==> src/rtl/core/sktid_pkg.sv <==
// Shared types and constants of the sorted key table core.
// No dependencies.
`default_nettype none

package sktid_pkg;

  localparam int unsigned KeyW         = 32;
  localparam int unsigned PayloadW     = 32;
  localparam int unsigned StatusW      = 3;
  localparam int unsigned RecordCountW = 5;

  localparam logic KindInsert = 1'b0;
  localparam logic KindDelete = 1'b1;

  typedef enum logic [StatusW-1:0] {
    StInserted = 3'd0,
    StDeleted  = 3'd1,
    StNotFound = 3'd2,
    StEmpty    = 3'd3,
    StFull     = 3'd4
  } status_e;

  // Result of the shared key comparator.
  typedef struct packed {
    logic lt;  // stored key < item key, signed
    logic eq;
  } cmp_res_t;

endpackage

`default_nettype wire

==> src/rtl/core/sktid_mem.sv <==
// Record store: key and payload arrays, one write port, one registered read port.
// Depends on sktid_pkg.
`default_nettype none

module sktid_mem import sktid_pkg::*; #(
  parameter int unsigned Depth = 16,
  localparam int unsigned Aw   = $clog2(Depth)
) (
  input  logic                clk_i,
  input  logic                we_i,
  input  logic [Aw-1:0]       waddr_i,
  input  logic [KeyW-1:0]     wkey_i,
  input  logic [PayloadW-1:0] wpay_i,
  input  logic [Aw-1:0]       raddr_i,
  output logic [KeyW-1:0]     rkey_o,
  output logic [PayloadW-1:0] rpay_o
);

  logic [KeyW-1:0]     key_mem [Depth];
  logic [PayloadW-1:0] pay_mem [Depth];

  always_ff @(posedge clk_i) begin
    if (we_i) begin
      key_mem[waddr_i] <= wkey_i;
      pay_mem[waddr_i] <= wpay_i;
    end
  end

  always_ff @(posedge clk_i) begin
    rkey_o <= key_mem[raddr_i];
    rpay_o <= pay_mem[raddr_i];
  end

endmodule

`default_nettype wire

==> src/rtl/core/sktid_cmp.sv <==
// Shared key comparator: signed less-than and equality on one key pair.
// Depends on sktid_pkg.
`default_nettype none

module sktid_cmp import sktid_pkg::*; (
  input  logic [KeyW-1:0] stored_i,
  input  logic [KeyW-1:0] probe_i,
  output cmp_res_t        res_o
);

  assign res_o.lt = $signed(stored_i) < $signed(probe_i);
  assign res_o.eq = stored_i == probe_i;

endmodule

`default_nettype wire

==> src/rtl/core/sorted_key_table_insert_delete_core.sv <==
// Sorted key table core: sequencer around one record memory and one comparator.
// Depends on sktid_pkg, sktid_mem, sktid_cmp.
//
//   channel  | handshake              | payload
//   ---------+------------------------+-------------------------------
//   command  | start in, busy out     | kind_i, key_i, payload_i
//   result   | done_o strobe, 1 cycle | status_o, record_count_o
//
// Insert walks down from the top, an SRead and an SCmp state per record it moves up,
//   then writes the new record in SCmp, or in SPut at slot 0.
// Delete scans the whole table, an SRead and an SCmp state per record.
// Full insert and empty delete answer the cycle after accept.
// The single memory read port (registered data) sets the SRead/SCmp step pair.
// Reset clears the count; stores need no clearing. The receiver cannot stall.
`default_nettype none

module sorted_key_table_insert_delete_core import sktid_pkg::*; #(
  parameter int unsigned CAPACITY = 16
) (
  input  logic                    clk_i,
  input  logic                    rst_ni,
  input  logic                    start,
  output logic                    busy,
  input  logic                    kind_i,
  input  logic signed [KeyW-1:0]  key_i,
  input  logic [PayloadW-1:0]     payload_i,
  output logic                    done_o,
  output logic [StatusW-1:0]      status_o,
  output logic [RecordCountW-1:0] record_count_o
);

  localparam int unsigned Aw = $clog2(CAPACITY);
  localparam int unsigned Cw = $clog2(CAPACITY + 1);

  typedef enum logic [1:0] {
    SIdle,
    SRead,
    SCmp,
    SPut
  } state_e;

  state_e              state_q, state_d;
  logic [Cw-1:0]       idx_q, idx_d;
  logic [Cw-1:0]       count_q, count_d;
  logic                found_q, found_d;
  logic                kind_q, kind_d;
  logic [KeyW-1:0]     key_q, key_d;
  logic [PayloadW-1:0] pay_q, pay_d;
  logic                done_q, done_d;
  status_e             status_q, status_d;

  logic                we;
  logic [Cw-1:0]       waddr;
  logic [KeyW-1:0]     wkey;
  logic [PayloadW-1:0] wpay;
  logic [Cw-1:0]       raddr;
  logic [KeyW-1:0]     rkey;
  logic [PayloadW-1:0] rpay;
  cmp_res_t            cmp;

  // Insert reads the record below the current slot, delete reads the slot itself.
  assign raddr = (kind_q == KindInsert) ? idx_q - Cw'(1) : idx_q;

  sktid_mem #(.Depth(CAPACITY)) u_mem (
    .clk_i   (clk_i),
    .we_i    (we),
    .waddr_i (waddr[Aw-1:0]),
    .wkey_i  (wkey),
    .wpay_i  (wpay),
    .raddr_i (raddr[Aw-1:0]),
    .rkey_o  (rkey),
    .rpay_o  (rpay)
  );

  sktid_cmp u_cmp (
    .stored_i (rkey),
    .probe_i  (key_q),
    .res_o    (cmp)
  );

  always_comb begin
    state_d  = state_q;
    idx_d    = idx_q;
    count_d  = count_q;
    found_d  = found_q;
    kind_d   = kind_q;
    key_d    = key_q;
    pay_d    = pay_q;
    done_d   = 1'b0;
    status_d = status_q;
    we       = 1'b0;
    waddr    = idx_q;
    wkey     = key_q;
    wpay     = pay_q;

    unique case (state_q)
      SIdle: begin
        if (start) begin
          kind_d  = kind_i;
          key_d   = key_i;
          pay_d   = payload_i;
          found_d = 1'b0;
          if (kind_i == KindInsert) begin
            if (count_q == Cw'(CAPACITY)) begin
              done_d   = 1'b1;
              status_d = StFull;
            end else begin
              idx_d   = count_q;
              state_d = (count_q == '0) ? SPut : SRead;
            end
          end else begin
            if (count_q == '0) begin
              done_d   = 1'b1;
              status_d = StEmpty;
            end else begin
              idx_d   = '0;
              state_d = SRead;
            end
          end
        end
      end

      SRead: begin
        state_d = SCmp;
      end

      SCmp: begin
        if (kind_q == KindInsert) begin
          we = 1'b1;
          if (cmp.lt) begin
            // slot idx is the insert point
            count_d  = count_q + Cw'(1);
            done_d   = 1'b1;
            status_d = StInserted;
            state_d  = SIdle;
          end else begin
            wkey  = rkey;
            wpay  = rpay;
            idx_d = idx_q - Cw'(1);
            state_d = (idx_q == Cw'(1)) ? SPut : SRead;
          end
        end else begin
          // past the match, close the gap one slot down
          if (found_q) begin
            we    = 1'b1;
            waddr = idx_q - Cw'(1);
            wkey  = rkey;
            wpay  = rpay;
          end
          found_d = found_q | cmp.eq;
          if (idx_q + Cw'(1) == count_q) begin
            done_d  = 1'b1;
            state_d = SIdle;
            if (found_q || cmp.eq) begin
              count_d  = count_q - Cw'(1);
              status_d = StDeleted;
            end else begin
              status_d = StNotFound;
            end
          end else begin
            idx_d   = idx_q + Cw'(1);
            state_d = SRead;
          end
        end
      end

      SPut: begin
        we       = 1'b1;
        count_d  = count_q + Cw'(1);
        done_d   = 1'b1;
        status_d = StInserted;
        state_d  = SIdle;
      end

      default: state_d = SIdle;
    endcase
  end

  always_ff @(posedge clk_i or negedge rst_ni) begin
    if (!rst_ni) begin
      state_q  <= SIdle;
      idx_q    <= '0;
      count_q  <= '0;
      found_q  <= 1'b0;
      kind_q   <= KindInsert;
      key_q    <= '0;
      pay_q    <= '0;
      done_q   <= 1'b0;
      status_q <= StInserted;
    end else begin
      state_q  <= state_d;
      idx_q    <= idx_d;
      count_q  <= count_d;
      found_q  <= found_d;
      kind_q   <= kind_d;
      key_q    <= key_d;
      pay_q    <= pay_d;
      done_q   <= done_d;
      status_q <= status_d;
    end
  end

  assign busy           = state_q != SIdle;
  assign done_o         = done_q;
  assign status_o       = status_q;
  assign record_count_o = RecordCountW'(count_q);

endmodule

`default_nettype wire

==> config.mk <==
export PLATFORM = sky130hd
export DESIGN_NAME = sorted_key_table_insert_delete_core
export DESIGN_NICKNAME = d
export VERILOG_FILES = /design/src/rtl/core/sktid_pkg.sv /design/src/rtl/core/sktid_mem.sv /design/src/rtl/core/sktid_cmp.sv /design/src/rtl/core/sorted_key_table_insert_delete_core.sv
export SDC_FILE = /design/constraint.sdc
export NUM_CORES = 1
export LEC_CHECK = 0
export BUFFER_PORTS_ARGS = -buffer_cell sky130_fd_sc_hd__buf_2
export CAP_MARGIN = 25
export CELL_PAD_IN_SITES_DETAIL_PLACEMENT = 0
export CELL_PAD_IN_SITES_GLOBAL_PLACEMENT = 1
export CORE_MARGIN = 5
export CORE_UTILIZATION = 55
export DETAILED_ROUTE_END_ITERATION = 10
export MAX_ROUTING_LAYER = met4
export PLACE_DENSITY_LB_ADDON = 0.1
export SYNTH_ARGS = -nofsm -noshare
export SYNTH_HDL_FRONTEND = slang
export SYNTH_SLANG_ARGS = --single-unit
export TNS_END_PERCENT = 100
==> constraint.sdc <==
create_clock -name clk_i -period 11.4 [get_ports clk_i]
set_input_delay 0 -clock clk_i [delete_from_list [all_inputs] [get_ports clk_i]]
set_output_delay 0 -clock clk_i [all_outputs]
set_load 0.01 [all_outputs]
==> flow_metrics.tcl, run 1 <==
set metrics [dict create \
    cp_cell_sequence "inv_1 > ha_4 > buf_4 > buf_4 > mux4_2 > nor2b_1 > a211oi_1 > a21oi_1" \
    rsz0062_at_grt "no" \
    synthesis.nets 1402 \
    min_period_ps 4400 \
    dieWidth_microns 219 \
    finalSetupViolCount 0 \
    grt_max_degree 129 \
    drt-initial-drc-count 1067 \
    p_seq_share_pct 37.3 \
    placed_area_sq_um 25000 \
    ys.flop_type "edfxtp_1" \
    slew_headroom_pct 31.3 \
    critPathLaunchType "flip-flop" \
    yosysUniqueCellTypes 58 \
    avgSynthCellArea_sq_um 18.5 \
    p_leak_uw 0.00941 \
    start_util_pct 55.6 \
    grt_remaining_overflow 0 \
    worst_pin_slew_ps 1020 \
    max_cap_viol_count 0 \
    row_count 76 \
    synth_edf_count 512 \
    clock_skew_ps 13.8 \
    nets 1504 \
    cp.required_ps 11820 \
    crit_cells 8 \
    yosysWarnings 0 \
    first_global_vias 12572 \
    area.growth.synth_to_final_pct 14.2 \
    port_buffers 45 \
    drive_above_1_share_pct 24.7 \
    synth-async-reset-ratio_pct 8.42 \
    h-tree-depth 2 \
    fillers 3101 \
    drc 0 \
    period_share_pct 38.6 \
    cts_tree "done" \
    internal_power_uw 5610 \
    crit_slowest_cell "dfrtp_1" \
    cts-root-buf "clkbuf_16" \
    fin_tns_setup_ps 0 \
    cp_max_fo 33 \
    post_drt_wl_per_cell_microns 25.0 \
    cp-end-kind "flip-flop" \
    crit_arrival_ps 4810 \
    antenna_found_initial 0 \
    vias 12029 \
    core_sq_um 43200 \
    design_area_sq_um 27400 \
    cts_inserted_buffers 59 \
    dpl.cell_count 1885 \
    path_common_cell "buf_4" \
    boundaryPins 78 \
    slowest_delay_ps 710 \
    p_clk_share_pct 23.6 \
    reg2reg_depth 8 \
    vdd_drop_max_mv 0.259 \
    switchingPower_uw 2770 \
    stdcell_count 2033 \
    final_common_cell "edfxtp_1" \
    ys_seq_area_share_pct 71.9 \
    path_buf_inv 3 \
    grt.total_usage_pct 22.4 \
    powerDensity_nw_per_um2 305 \
    hp-class "in2async" \
    postRouteWirelength_microns 50900 \
    grt_pass1_wl_microns 77300 \
    dieArea_sq_um 47900 \
    ys_seq_elements 594 \
    finalHoldViolations 0 \
    ant_nets 0 \
    clockBufferDepth 3 \
    critPathTopFamily "buffers and inverters" \
    viasPerCell 5.92 \
    p_comb_share_pct 39.2 \
    post-dp-hpwl_microns 26200 \
    clk_latency_ps 600 \
    swShare_pct 33.1 \
    crit_type "reg2reg" \
    max_freq_mhz 227 \
    clock_sinks 594 \
    synthCells 1295 \
    status "complete, no violations" \
    dr.pass1.iters 7 \
    report.final.slew_viol_count 0 \
    clkTransAtPathRegs_ps 60 \
    mappedNetlistArea_sq_um 24000 \
    final_cell_mix "edfxtp_1 (512), mux4_2 (128), clkbuf_16 (61), nand2_1 (55), a21oi_1 (51)" \
    finalPower_uw 8380 \
    die_y_microns 219 \
    gp_congestion 0.762 \
]
## cell type report
type / count / area, sq um / area share (%)
sequential: 594 / 17300 / 63.0
multi-input combinational: 592 / 6450 / 23.5
clock inverter: 21 / 231 / 0.844
timing repair buffer: 107 / 793 / 2.89
tap: 585 / 732 / 2.67
clock buffer: 90 / 1790 / 6.51
inverter: 43 / 161 / 0.589
antenna: 1 / 2.50 / 0.00912
## power groups by stage
stage	Sequential, uW	Clock, uW	Combinational (uW)
floorplan	3100	0	2530
global placement	3160	0	3260
detailed placement	3170	0	3310
CTS	3120	2020	3340
global route	3150	2120	3600
finish	3120	1980	3280
## state kept, by name, indices dropped and copies added, names as in the netlist
register	count
kind_q	1
state_q	2
found_q	1
done_o	1
record_count_o	5
idx_q	5
u_mem.key_mem	512
status_o	3
key_q	32
u_mem.rkey_o	32
## path summary, 6_finish.rpt
| kind | endpoint | slack [ps] | startpoint |
|---|---|---|---|
| worst max-delay path | u_mem.rkey_o[30] | 7000 | kind_q |
| worst min-delay path | record_count_o[0] | 130 | rst_ni |
| worst max register to register | u_mem.rkey_o[30] | 7000 | kind_q |
| worst min register to register | status_o[1] | 500 | status_o[1] |
| max in group asynchronous | key_q[16] | 10720 | rst_ni |
| min in group clk_i | key_q[29] | 140 | key_i[29] |
## synthesized netlist by cell type, types with 11 or more instances
master,count,share of area [%]
clkbuf_1,36,0.56
ha_1,39,2.0
nor2_1,35,0.55
mux2_4,30,1.9
a211oi_1,34,1.1
dfxtp_1,32,2.7
dfrtp_1,50,5.2
mux2i_1,38,1.6
a21oi_1,51,1.1
o21ai_0,44,0.92
buf_2,18,0.38
edfxtp_1,512,64
nand2_1,55,0.86
inv_1,43,0.67
mux4_2,128,12
nor2b_1,34,0.89
xnor2_1,11,0.40
## worst reg2reg max path, cell delays in order, from the launching register on
cell      delay [ps]
dfrtp_1          710
inv_1            320
ha_4             710
buf_4            640
buf_4            720
mux4_2           580
nor2b_1          140
a211oi_1         280
a21oi_1          100
## cell families (layout without fill, tap and decap cells)
family / count (synthesis) / count (layout) / synth area share (%)
DFF: 594 / 594 / 71.9
other: 0 / 1 / 0
muxes: 203 / 203 / 15.8
buffers and inverters: 109 / 261 / 1.89
AOI/OAI and AO/OA: 170 / 170 / 4.38
xor gates and xnor gates: 16 / 16 / 0.584
and+or+nand+nor: 164 / 164 / 3.40
adders and majority gates: 39 / 39 / 2.03
## timing repair
item,in CTS,in global routing
setup endpoints to repair,0,0
buffers inserted,0,0
resized for setup,0,0
hold buffers,36,0
endpoints found under the hold margin,91,0
## per-stage QoR
step	setup WS (ps)	utilization [%]	hold WS, ps
after floorplan	7800	-	-296
after global placement	6850	58.0	207
after detailed placement	6830	58.0	220
after CTS	6850	63.5	100
after global routing	6530	63.5	150
final	7000	63.5	127
## layer usage
metal | share of wire [%] | global-route usage, %
met2 | 50 | 36.4
met4 | 1.6 | 4.86
met5 | 0 | -
met1 | 43 | 31.1
met3 | 5.4 | 3.13
Power figures use the tool's default switching activity.
==> run 2, diff against run 1 <==
--- a/config.mk
+++ b/config.mk
@@ -10,7 +10,7 @@
 export CELL_PAD_IN_SITES_DETAIL_PLACEMENT = 0
 export CELL_PAD_IN_SITES_GLOBAL_PLACEMENT = 1
 export CORE_MARGIN = 5
-export CORE_UTILIZATION = 55
+export CORE_UTILIZATION = 54
 export DETAILED_ROUTE_END_ITERATION = 10
 export MAX_ROUTING_LAYER = met4
 export PLACE_DENSITY_LB_ADDON = 0.1
==> constraint.sdc (replaced) <==
create_clock -name clk_i -period 4.2 [get_ports clk_i]
set_input_delay 0 -clock clk_i [delete_from_list [all_inputs] [get_ports clk_i]]
set_output_delay 0 -clock clk_i [all_outputs]
set_load 0.01 [all_outputs]
==> run 2 against run 1 <==
Against the previous run: final area increased by 0.90%; setup slack got worse by 6800 ps; die area increased by 1.8%; sequential power increased to 2.7 times the previous value; largest cell class unchanged.
==> flow_metrics.tcl, run 2 (synthesis gave the netlist of run 1 again) <==
set metrics [dict create \
    ctsHoldBuffers 37 \
    final_cell_mix "edfxtp_1 (512), mux4_2 (128), clkbuf_16 (59), nand2_1 (55), a21oi_1 (51)" \
    boundaryPins 78 \
    die_y_microns 221 \
    final_common_cell "edfxtp_1" \
    setup_slack_ps 250 \
    period_share_pct 94.1 \
    rr_startpoint "key_q[31]" \
    status "complete, no violations" \
    min_period_ps 3950 \
    port_buffers 45 \
    reg2reg_depth 11 \
    max_freq_mhz 253 \
    report.final.slew_viol_count 0 \
    clk_latency_ps 610 \
    drive_above_1_share_pct 24.9 \
    core_sq_um 44100 \
    cts_setup_buffers 0 \
    vdd_drop_max_mv 0.800 \
    cts-root-buf "clkbuf_16" \
    cts_tree "done" \
    row_count 77 \
    p_leak_uw 0.00947 \
    fin_tns_setup_ps 0 \
    crit_arrival_ps 4280 \
    finalHoldViolations 0 \
    powerDensity_nw_per_um2 826 \
    rrSetupSlack_ps 250 \
    post_cts_resized 0 \
    slew_headroom_pct 31.4 \
    post-dp-hpwl_microns 28500 \
    rsz0062_at_grt "no" \
    clockBufferDepth 3 \
    finalSetupViolCount 0 \
    worst_pin_slew_ps 1020 \
    drt-initial-drc-count 1175 \
    viasPerCell 5.95 \
    cp-end-kind "flip-flop" \
    start_util_pct 54.4 \
    cp_max_fo 19 \
    dieArea_sq_um 48800 \
    clock_sinks 594 \
    r2r-end "u_mem.key_mem[10][30]" \
    critPathLaunchType "flip-flop" \
    dr.pass1.iters 5 \
    largestRegisters "u_mem.key_mem (512), key_q (32), u_mem.rkey_o (32)" \
    nets 1525 \
    hp-class "in2async" \
    vias 12223 \
    crit_type "reg2reg" \
    h-tree-depth 2 \
    grt_remaining_overflow 0 \
    cp.required_ps 4530 \
    post_drt_wl_per_cell_microns 26.3 \
    ant_nets 0 \
    drc 0 \
    gp_congestion 0.779 \
    dp_slack_ps 272 \
    grt_pass1_wl_microns 81100 \
    clkTransAtPathRegs_ps 60 \
    grt_max_degree 73 \
    first_global_vias 12552 \
    dieWidth_microns 221 \
    area.growth.synth_to_final_pct 15.3 \
    fillers 3237 \
    cts_inserted_buffers 58 \
    regMostFlops "u_mem.key_mem" \
    largest_register_ffs 512 \
    grt.total_usage_pct 22.9 \
    antenna_found_initial 0 \
    max_cap_viol_count 0 \
    postRouteWirelength_microns 54000 \
    clock_skew_ps 16.2 \
]
-- run 2: area by class of cell --
cell class	count	area (sq um)	share of cell area, %
flip-flops and latches	594	17300	62.4
multi-input cells	592	6450	23.3
clock buffers	73	1540	5.56
repair buffers	129	1220	4.42
well taps	592	741	2.68
clock inverters	32	285	1.03
inverters	43	161	0.583
diodes	1	2.50	0.00904
-- run 2: critical path, cell delays in order, from the launching register on --
cell	delay, ps
dfrtp_1	330
inv_1	60
ha_1	400
nand4_1	220
nor3_1	540
and4_1	410
o41a_2	270
nor3_2	80
nor3_4	340
a211o_4	310
buf_12	260
mux2_4	410
-- run 2: worst max path at each step --
stage	from	to	slack [ps]	depth (start not counted)
after floorplan	state_q[1]	u_mem.key_mem[0][0]	600	7
after global placement	key_q[31]	u_mem.key_mem[15][26]	370	11
after detailed placement	key_q[31]	u_mem.key_mem[14][13]	270	11
after CTS	key_q[31]	u_mem.key_mem[15][16]	240	11
after global routing	key_q[31]	u_mem.key_mem[10][30]	50	11
final	key_q[31]	u_mem.key_mem[10][30]	250	11
-- run 2: through the flow --
step	hold slack [ps]	cell area, sq um	std cells	power, uW	util, %
CTS	24.5	27700	2055	23100	62.7
global route	67.8	27700	2055	24200	62.7
finish	9.56	27700	2056	22900	62.7
floorplan	-296	24000	1295	15300	-
detailed placement	151	25500	1913	18000	57.7
global placement	155	25500	1913	17900	57.7
-- run 2: where the power goes --
| part | internal [uW] | switching (uW) | leakage [uW] |
|---|---|---|---|
| logic | 4250 | 5160 | 0.00306 |
| clock network | 2880 | 2130 | 0.000877 |
| registers | 8060 | 391 | 0.00553 |
-- run 2: per-layer routing --
| layer | up-vias | wire length, microns | global-route usage (%) |
|---|---|---|---|
| met1 | 6393 | 23500 | 32.2 |
| met3 | 80 | 2830 | 3.17 |
| met4 | 0 | 1280 | 5.84 |
| met2 | 328 | 26400 | 36.4 |
| li1 | 5422 | - | - |
| met5 | - | 0 | - |
